**src/design/bsa_pkg.sv**
```systemverilog
package bsa_pkg;

	localparam int unsigned DATA_W = 32;

	// One input item: an element and the end-of-block flag.
	typedef struct packed {
		logic signed [DATA_W-1:0] value;
		logic                     last;
	} in_item_t;

	// One result item: the next element in ascending order.
	typedef struct packed {
		logic signed [DATA_W-1:0] value_res;
		logic                     last_res;
	} out_item_t;

	typedef enum logic [0:0] {
		ST_LOAD,
		ST_DRAIN
	} state_t;

	typedef enum logic [1:0] {
		CELL_HOLD,
		CELL_INSERT,
		CELL_SHIFT
	} cell_op_t;

	// Command broadcast from the controller to every cell.
	typedef struct packed {
		cell_op_t op;
	} cell_cmd_t;

endpackage

```
**src/design/bsa_cell.sv**
```systemverilog
// One slot of the sorted chain. On insert it keeps its element, takes the new
// one, or takes its left neighbor's; on shift it takes its right neighbor's.
module bsa_cell (
	input  logic                              clk,
	input  bsa_pkg::cell_cmd_t                cmd,
	input  logic                              occupied,
	input  logic signed [bsa_pkg::DATA_W-1:0] new_value,
	input  logic signed [bsa_pkg::DATA_W-1:0] left_value,
	input  logic                              left_gt,
	input  logic signed [bsa_pkg::DATA_W-1:0] right_value,
	output logic signed [bsa_pkg::DATA_W-1:0] value,
	output logic                              gt
);

	logic signed [bsa_pkg::DATA_W-1:0] value_q;

	// Empty slots count as larger than anything, so a new element lands there.
	assign gt    = !occupied || (value_q > new_value);
	assign value = value_q;

	always_ff @(posedge clk) begin
		case (cmd.op)
			bsa_pkg::CELL_INSERT: begin
				if (gt) begin
					value_q <= left_gt ? left_value : new_value;
				end
			end
			bsa_pkg::CELL_SHIFT: begin
				value_q <= right_value;
			end
			default: begin
				value_q <= value_q;
			end
		endcase
	end

endmodule

```
**src/design/bsa_ctrl.sv**
```systemverilog
// Fill count, drain count and load/drain sequencing.
module bsa_ctrl #(
	parameter int unsigned BLOCK_SIZE = 32,
	parameter int unsigned CW         = 6
) (
	input  logic               clk,
	input  logic               arst_n,
	input  logic               in_valid,
	input  logic               in_last,
	input  logic               out_ready,
	output logic               in_ready,
	output logic               out_valid,
	output logic               last_res,
	output logic [CW-1:0]      fill,
	output bsa_pkg::cell_cmd_t cmd
);

	bsa_pkg::state_t state_q, state_d;
	logic [CW-1:0]   fill_q, fill_d;
	logic [CW-1:0]   remain_q, remain_d;
	logic [CW-1:0]   count;
	logic            in_acc;
	logic            out_acc;

	assign fill = fill_q;
	assign count = fill_q + CW'(1);

	always_ff @(posedge clk or negedge arst_n) begin
		if (!arst_n) begin
			state_q  <= bsa_pkg::ST_LOAD;
			fill_q   <= '0;
			remain_q <= '0;
		end else begin
			state_q  <= state_d;
			fill_q   <= fill_d;
			remain_q <= remain_d;
		end
	end

	always_comb begin
		state_d  = state_q;
		fill_d   = fill_q;
		remain_d = remain_q;
		in_ready  = 1'b0;
		out_valid = 1'b0;
		last_res  = (remain_q == CW'(1));
		cmd.op    = bsa_pkg::CELL_HOLD;
		in_acc    = 1'b0;
		out_acc   = 1'b0;
		case (state_q)
			bsa_pkg::ST_LOAD: begin
				in_ready = 1'b1;
				in_acc   = in_valid;
				if (in_acc) begin
					cmd.op = bsa_pkg::CELL_INSERT;
					// Block closes on last or when the chain is full.
					if (in_last || (count == CW'(BLOCK_SIZE))) begin
						remain_d = count;
						fill_d   = '0;
						state_d  = bsa_pkg::ST_DRAIN;
					end else begin
						fill_d = count;
					end
				end
			end
			bsa_pkg::ST_DRAIN: begin
				out_valid = 1'b1;
				out_acc   = out_ready;
				if (out_acc) begin
					cmd.op   = bsa_pkg::CELL_SHIFT;
					remain_d = remain_q - CW'(1);
					if (remain_q == CW'(1)) begin
						state_d = bsa_pkg::ST_LOAD;
					end
				end
			end
			default: begin
				state_d = bsa_pkg::ST_LOAD;
			end
		endcase
	end

endmodule

```
**src/design/block_sorter_ascending_unit.sv**
```systemverilog
// channel | handshake            | payload
// --------+----------------------+----------------------------------------
// in      | in_valid / in_ready  | in_item  : value (s32), last
// out     | out_valid / out_ready| out_item : value_res (s32), last_res
//
// Load: one item per cycle; each one is inserted into a sorted chain of
// BLOCK_SIZE cells in the cycle it is accepted (a compare in every cell).
// Drain: the block leaves from cell 0, one item per cycle while out_ready is
// high; in_ready is low throughout the drain.
// Reset clears the fill count and the sequencer; cell contents are not reset.
// out_ready low holds the chain, so the shown item stays put.
module block_sorter_ascending_unit #(
	parameter int unsigned BLOCK_SIZE = 32
) (
	input  logic               clk,
	input  logic               arst_n,
	input  logic               in_valid,
	output logic               in_ready,
	input  bsa_pkg::in_item_t  in_item,
	output logic               out_valid,
	input  logic               out_ready,
	output bsa_pkg::out_item_t out_item
);

	// Count must hold BLOCK_SIZE itself.
	localparam int unsigned CW = $clog2(BLOCK_SIZE + 1);

	logic [CW-1:0]                     fill;
	logic                              last_res;
	bsa_pkg::cell_cmd_t                cmd;
	logic signed [bsa_pkg::DATA_W-1:0] cell_value [BLOCK_SIZE];
	logic                              cell_gt    [BLOCK_SIZE];

	bsa_ctrl #(
		.BLOCK_SIZE (BLOCK_SIZE),
		.CW         (CW)
	) u_ctrl (
		.clk       (clk),
		.arst_n    (arst_n),
		.in_valid  (in_valid),
		.in_last   (in_item.last),
		.out_ready (out_ready),
		.in_ready  (in_ready),
		.out_valid (out_valid),
		.last_res  (last_res),
		.fill      (fill),
		.cmd       (cmd)
	);

	// Chain kept ascending from cell 0; duplicates land after their equals.
	for (genvar i = 0; i < BLOCK_SIZE; i++) begin : g_cell
		logic signed [bsa_pkg::DATA_W-1:0] left_value;
		logic                              left_gt;
		logic signed [bsa_pkg::DATA_W-1:0] right_value;

		if (i == 0) begin : g_head
			// Nothing to the left: the head takes the new item when it moves.
			assign left_value = in_item.value;
			assign left_gt    = 1'b0;
		end else begin : g_body
			assign left_value = cell_value[i-1];
			assign left_gt    = cell_gt[i-1];
		end

		if (i == BLOCK_SIZE - 1) begin : g_tail
			assign right_value = cell_value[i];
		end else begin : g_mid
			assign right_value = cell_value[i+1];
		end

		bsa_cell u_cell (
			.clk         (clk),
			.cmd         (cmd),
			.occupied    (CW'(i) < fill),
			.new_value   (in_item.value),
			.left_value  (left_value),
			.left_gt     (left_gt),
			.right_value (right_value),
			.value       (cell_value[i]),
			.gt          (cell_gt[i])
		);
	end

	assign out_item.value_res = cell_value[0];
	assign out_item.last_res  = last_res;

endmodule

```
**config.mk**
```make
export PLATFORM = sky130hd
export DESIGN_NAME = block_sorter_ascending_unit
export DESIGN_NICKNAME = d
export VERILOG_FILES = /design/src/design/bsa_pkg.sv /design/src/design/bsa_cell.sv /design/src/design/bsa_ctrl.sv /design/src/design/block_sorter_ascending_unit.sv
export SDC_FILE = /design/constraint.sdc
export NUM_CORES = 2
export LEC_CHECK = 0
export BUFFER_PORTS_ARGS = -buffer_cell sky130_fd_sc_hd__buf_4
export CORE_MARGIN = 3
export CORE_UTILIZATION = 55
export DETAILED_ROUTE_END_ITERATION = 8
export PLACE_DENSITY_LB_ADDON = 0.2
export SLEW_MARGIN = 20
export SYNTH_ARGS = -nofsm -noshare
export SYNTH_HDL_FRONTEND = slang
export SYNTH_HIERARCHICAL = 1
export SYNTH_SLANG_ARGS = --single-unit
```
**constraint.sdc**
```tcl
create_clock -name clk -period 9.6 [get_ports clk]
set_input_delay 0.96 -clock clk [delete_from_list [all_inputs] [get_ports clk]]
set_output_delay 0.96 -clock clk [all_outputs]
set_load 0.05 [all_outputs]
```
* Word-level counts from Yosys, hierarchy flattened
Index checks and enable logic that the tools add are counted.
** Word-level totals
- Bits in registers :: 1037
- Output and inout port bits :: 35
** Operators by class
- Add/subtract/negate cells :: 2
- $lt $le $gt $ge :: 64
- Equality and inequality tests :: 38
- Muxes and demuxes :: 108
- Bitwise operators :: 1
- Reduce and logical (&&, ||, !) cells :: 100
** Operators by type and width (number)
- $mux 32 :: 62
- $pmux 32 s2 :: 31
- $gt 32x32->1 :: 32
- $lt 5x6->1 const A :: 16
- $reduce_and 2->1 :: 33
- $ne 2x1->1 const B :: 32
- $lt 4x6->1 const A :: 8
- $logic_or 1x1->1 :: 33
- $logic_not 1->1 :: 32
- $lt 3x6->1 const A :: 4
- $mux 6 :: 4
- $lt 1x6->1 const A :: 2
- $lt 2x6->1 const A :: 2
- $pmux 6 s2 :: 1
- $mux 1 :: 7
- $add 6x1->6 const B :: 1
- $eq 6x1->1 const B :: 1
- $eq 6x6->1 const B :: 1
- $sub 6x1->6 const B :: 1
- $ne 2x2->1 const B :: 2
- $pmux 2 s2 :: 1
- $reduce_and 3->1 :: 1
- $eq 2x1->1 const B :: 1
- $eq 2x2->1 const B :: 1
- 4 further kinds :: 4

* Depth between registers and ports, before layout
- Word-level depth :: 6
- Mapped depth :: 12

* By module
The synthesis kept the hierarchy.
** By module, submodules not included
- bsa_cell :: times used 32, cells each 257, area each 2476.1 um2
- bsa_ctrl :: times used 1, cells each 97, area each 823.3 um2
- block_sorter_ascending_unit :: times used 1, cells each 65, area each 382.9 um2

* Worst setup path after synthesis
Ideal clock, no wire load.
- Kind :: in2reg
- Start :: in out_ready
- End :: reg g_cell[0].u_cell.value_q (netlist bit g_cell[0].u_cell/value[0]), enable pin
- Library setup time :: 0.441 ns
- Arrival time :: 4.244 ns
- Required time :: 9.159 ns
- Setup slack :: 4.916 ns
- Stages on the path :: 6
- Cells stage by stage :: and2_1 nor2b_1 buf_2 nor2b_1 o2bb2ai_1 a31oi_1
** On the way
- Word-level cells in the longest chain between the ends :: 5
- Elaborated cells between the ends (all ways) :: 7
- Classes of those cells :: eq/ne (3); mux (2); reduce/logical (2)
** Ends and longest elaborated chain
- start, declared :: RTL line block_sorter_ascending_unit.sv:21 : input logic out_ready,
- $mux 2 * :: RTL line bsa_ctrl.sv:69 : if (out_acc) begin
- $pmux 2 s2 * :: RTL line bsa_ctrl.sv:50 : case (state_q)
- $eq 2x1->1 or $eq 2x2->1 (tied branches)
- $ne 2x1->1 (no line) or $reduce_bool 2->1 (tied branches)
- $reduce_and 2->1 (no line) *
- end signal, assigned :: RTL line bsa_cell.sv:25 : value_q <= left_gt ? left_value : new_value;
- end signal, assigned :: RTL line bsa_cell.sv:29 : value_q <= right_value;
- end signal, assigned :: RTL line bsa_cell.sv:32 : value_q <= value_q;
- end, declared :: RTL line bsa_cell.sv:15 : logic signed [bsa_pkg::DATA_W-1:0] value_q;
Mark *: on every way between the ends. The rest lies on a longest branch, timed or not.
A chain may end at the register's enable or synchronous reset.

==> impl_summary.txt <==
----------------------------------------------------
[Final layout]
  Commonest cells after routing, fill and taps aside ... sky130_fd_sc_hd__nand2_1 (1183), sky130_fd_sc_hd__o21ai_0 (1099), sky130_fd_sc_hd__inv_1 (1030)
  Layout cell share with drive strength beyond 1 ... 6.883%
  Core occupancy in the finished layout ... 60.95%
  Fin nets ... 9421
  Antenna diode count ... 0
  Most common cell after layout, fill and taps aside ... sky130_fd_sc_hd__nand2_1
  Synthesis-to-layout area growth ... 9.385%

[Power]
  Design internal power ... 0.01474 W
  Sw Ratio ... 42.86%
  Power dissipated by switching net loads ... 0.01106 W
  Comb pwr share ... 39.0%
  Pwr dens ... 293.2 nW/um^2
  Reg power frac ... 43.3%
  IR drop worst, VDD ... 0.1989 mV
  Total power ... 0.02579 W
  Leak ... 43.66 nW
  Fraction of power consumed by the clock network ... 17.7%

[Global route]
  Initial antenna violation count ... 3
  GRT Residual Overflow ... 0
  Global-route usage over all layers ... 32.32%
  Vias in the first global route ... 63476
  Wire length of the first global-routing pass ... 382300 um
  Largest net degree at the start of global routing ... 67

[Die]
  DIE AREA ... 150900 um^2
  Chip height ... 388.4 um
  Initial core utilization ... 55.72%
  Horizontal extent of the die ... 388.4 um
  Number of standard-cell rows in the floorplan ... 139
  Area inside the core boundary ... 144400 um^2
  Number of ports placed on the die boundary ... 72

[Logic synthesis]
  Gate count after technology mapping ... 8384
  Post-synthesis area per instance ... 9.593 um^2
  Yosys warning count ... 6
  Post-synth net total ... 9448
  Netlist area before placement ... 80430 um^2

[STA]
  Final Max Tran Viols ... 0
  Worst rel slew slack ... 24.50%
  Setup total negative slack ... 0 ns
  Final setup violation count ... 0
  Part of the cycle the worst path needs ... 47.68%
  Worst-margin pin slew ... 1.118 ns
  Unrepaired setup endpoints after global routing ... no
  Final hold violations ... 0
  Top achievable clock speed ... 0.2184 GHz
  Min Tclk post-route ... 4.578 ns
  Hold slack final ... 0.04394 ns
  PnR worst setup slack ... 5.022 ns
  Worst clock skew on the final layout ... 0.03196 ns

[Detailed routing]
  Detailed router's first-iteration violation count ... 8586
  Wire length reported by the detailed router ... 252900 um
  Overall via count from detail_route ... 66614
  Post-detailed-route wirelength per cell ... 24.41 um
  Length of the first detailed-routing pass in iterations ... 7
  Remaining routing DRC violations ... 0
  Number of nets still failing antenna checks after routing ... 0
  Vias per inst ... 6.431

[Worst setup path]
  Crit Path Max Fanout ... 38
  Critical Path AT ... 5.02 ns
  Worst setup slack for register-to-register paths ... 5.18 ns
  Category of the most critical setup path ... in -> reg
  Worst Reg-to-Reg Cells ... 9
  Critical register-to-register path startpoint ... u_ctrl/state_q
  Endpoint of the worst-slack reg-to-reg timing path ... g_cell[24].u_cell/value[14]
  Endpoint kind of the worst setup timing path ... flip-flop
  Crit path launch type ... input pin
  Required time at the worst-slack endpoint ... 10.04 ns

[CTS]
  Gates resized, CTS repair ... 0
  Post-CTS setup buffer count ... 0
  Largest buffer count on any clock path ... 3
  H-tree level count ... 3
  CTS clock-pin slew for the worst setup and hold paths ... 0.06 ns
  Clock tree from TritonCTS ... done
  Total number of clock tree sinks ... 1037
  Number of hold-repair buffers added at the cts stage ... 0
  CTS Buf Count ... 119
  Worst-skew pair later-pin latency ... 0.76 ns
  Clock root buffer ... sky130_fd_sc_hd__clkbuf_16

[Min path]
  Worst hold path type ... in -> async

[Placement]
  Detailed placement HPWL ... 185500 um
  Post-Place Setup Slack ... 4.391 ns
  Quantity of I/O buffers inserted on ports ... 71
  GPL Wtd Cong ... 0.9524

[Flow run]
  Count of max-cap constraint violations ... 0

[Outcome]
  Status ... completed

----------------------------------------------------
## critical path: stages
cell,delay (ns)
sky130_fd_sc_hd__buf_4,0.47
sky130_fd_sc_hd__buf_4,0.49
sky130_fd_sc_hd__inv_1,0.10
sky130_fd_sc_hd__ha_1,0.35
sky130_fd_sc_hd__nand4_2,0.15
sky130_fd_sc_hd__nor4_1,0.55
sky130_fd_sc_hd__o41ai_1,0.34
sky130_fd_sc_hd__a31oi_4,0.72
sky130_fd_sc_hd__buf_4,0.45
sky130_fd_sc_hd__mux2i_1,0.22
sky130_fd_sc_hd__o21ai_0,0.10
## layer usage
| layer | wire, um | vias to the layer above | global-route usage, % |
|---|---|---|---|
| met5 | 13 | - | 0 |
| met4 | 8285 | 2 | 10.88 |
| met3 | 28850 | 512 | 6.435 |
| met2 | 105300 | 3610 | 46.83 |
| met1 | 110500 | 32190 | 48.06 |
| li1 | - | 30300 | - |
## power groups by stage
stage	Clock (W)	Sequential (W)	Combinational, W
final	0.00456	0.0112	0.0101
after global routing	0.00478	0.0113	0.0112
after CTS	0.00461	0.0110	0.00977
after detailed placement	0	0.0111	0.00968
after global placement	0	0.0111	0.00908
after floorplan	0	0.00975	0.00693
## final cells by class
type                    count  area, um^2
multi-input cells        5950       44940
clock buffers             146        3079
well taps                1903        2381
inverters                1034        3884
repair buffers            215        1887
flip-flops and latches   1037       31080
clock inverters            74       729.5
fillers                 12143       56370
## worst max path at each step
stage,slack [ns],cells past startpoint,start,endpoint
final,5.02,11,in_item[32],g_cell[10].u_cell/value[18]
after global routing,4.86,12,in_item[23],g_cell[1].u_cell/value[3]
after CTS,5.16,11,in_item[32],g_cell[10].u_cell/value[25]
after detailed placement,4.39,11,in_item[32],g_cell[10].u_cell/value[8]
after global placement,4.49,11,in_item[32],g_cell[1].u_cell/value[0]
after floorplan,4.92,6,out_ready,g_cell[31].u_cell/value[0]
## flip-flops by register name, indices dropped and copies added, names as in the netlist
| name | count |
|---|---|
| g_cell.u_cell/value | 1024 |
| u_ctrl/fill | 6 |
| u_ctrl/state_q | 1 |
| u_ctrl/remain_q | 6 |
## metrics by stage
| stage | instances | area, um^2 |
|---|---|---|
| floorplan | 8384 | 80430 |
| CTS | 10349 | 87730 |
| global placement | 10126 | 83830 |
| detailed placement | 10129 | 83920 |
| finish | 10359 | 87980 |
| global route | 10359 | 87980 |
Power figures use the tool's default switching activity.
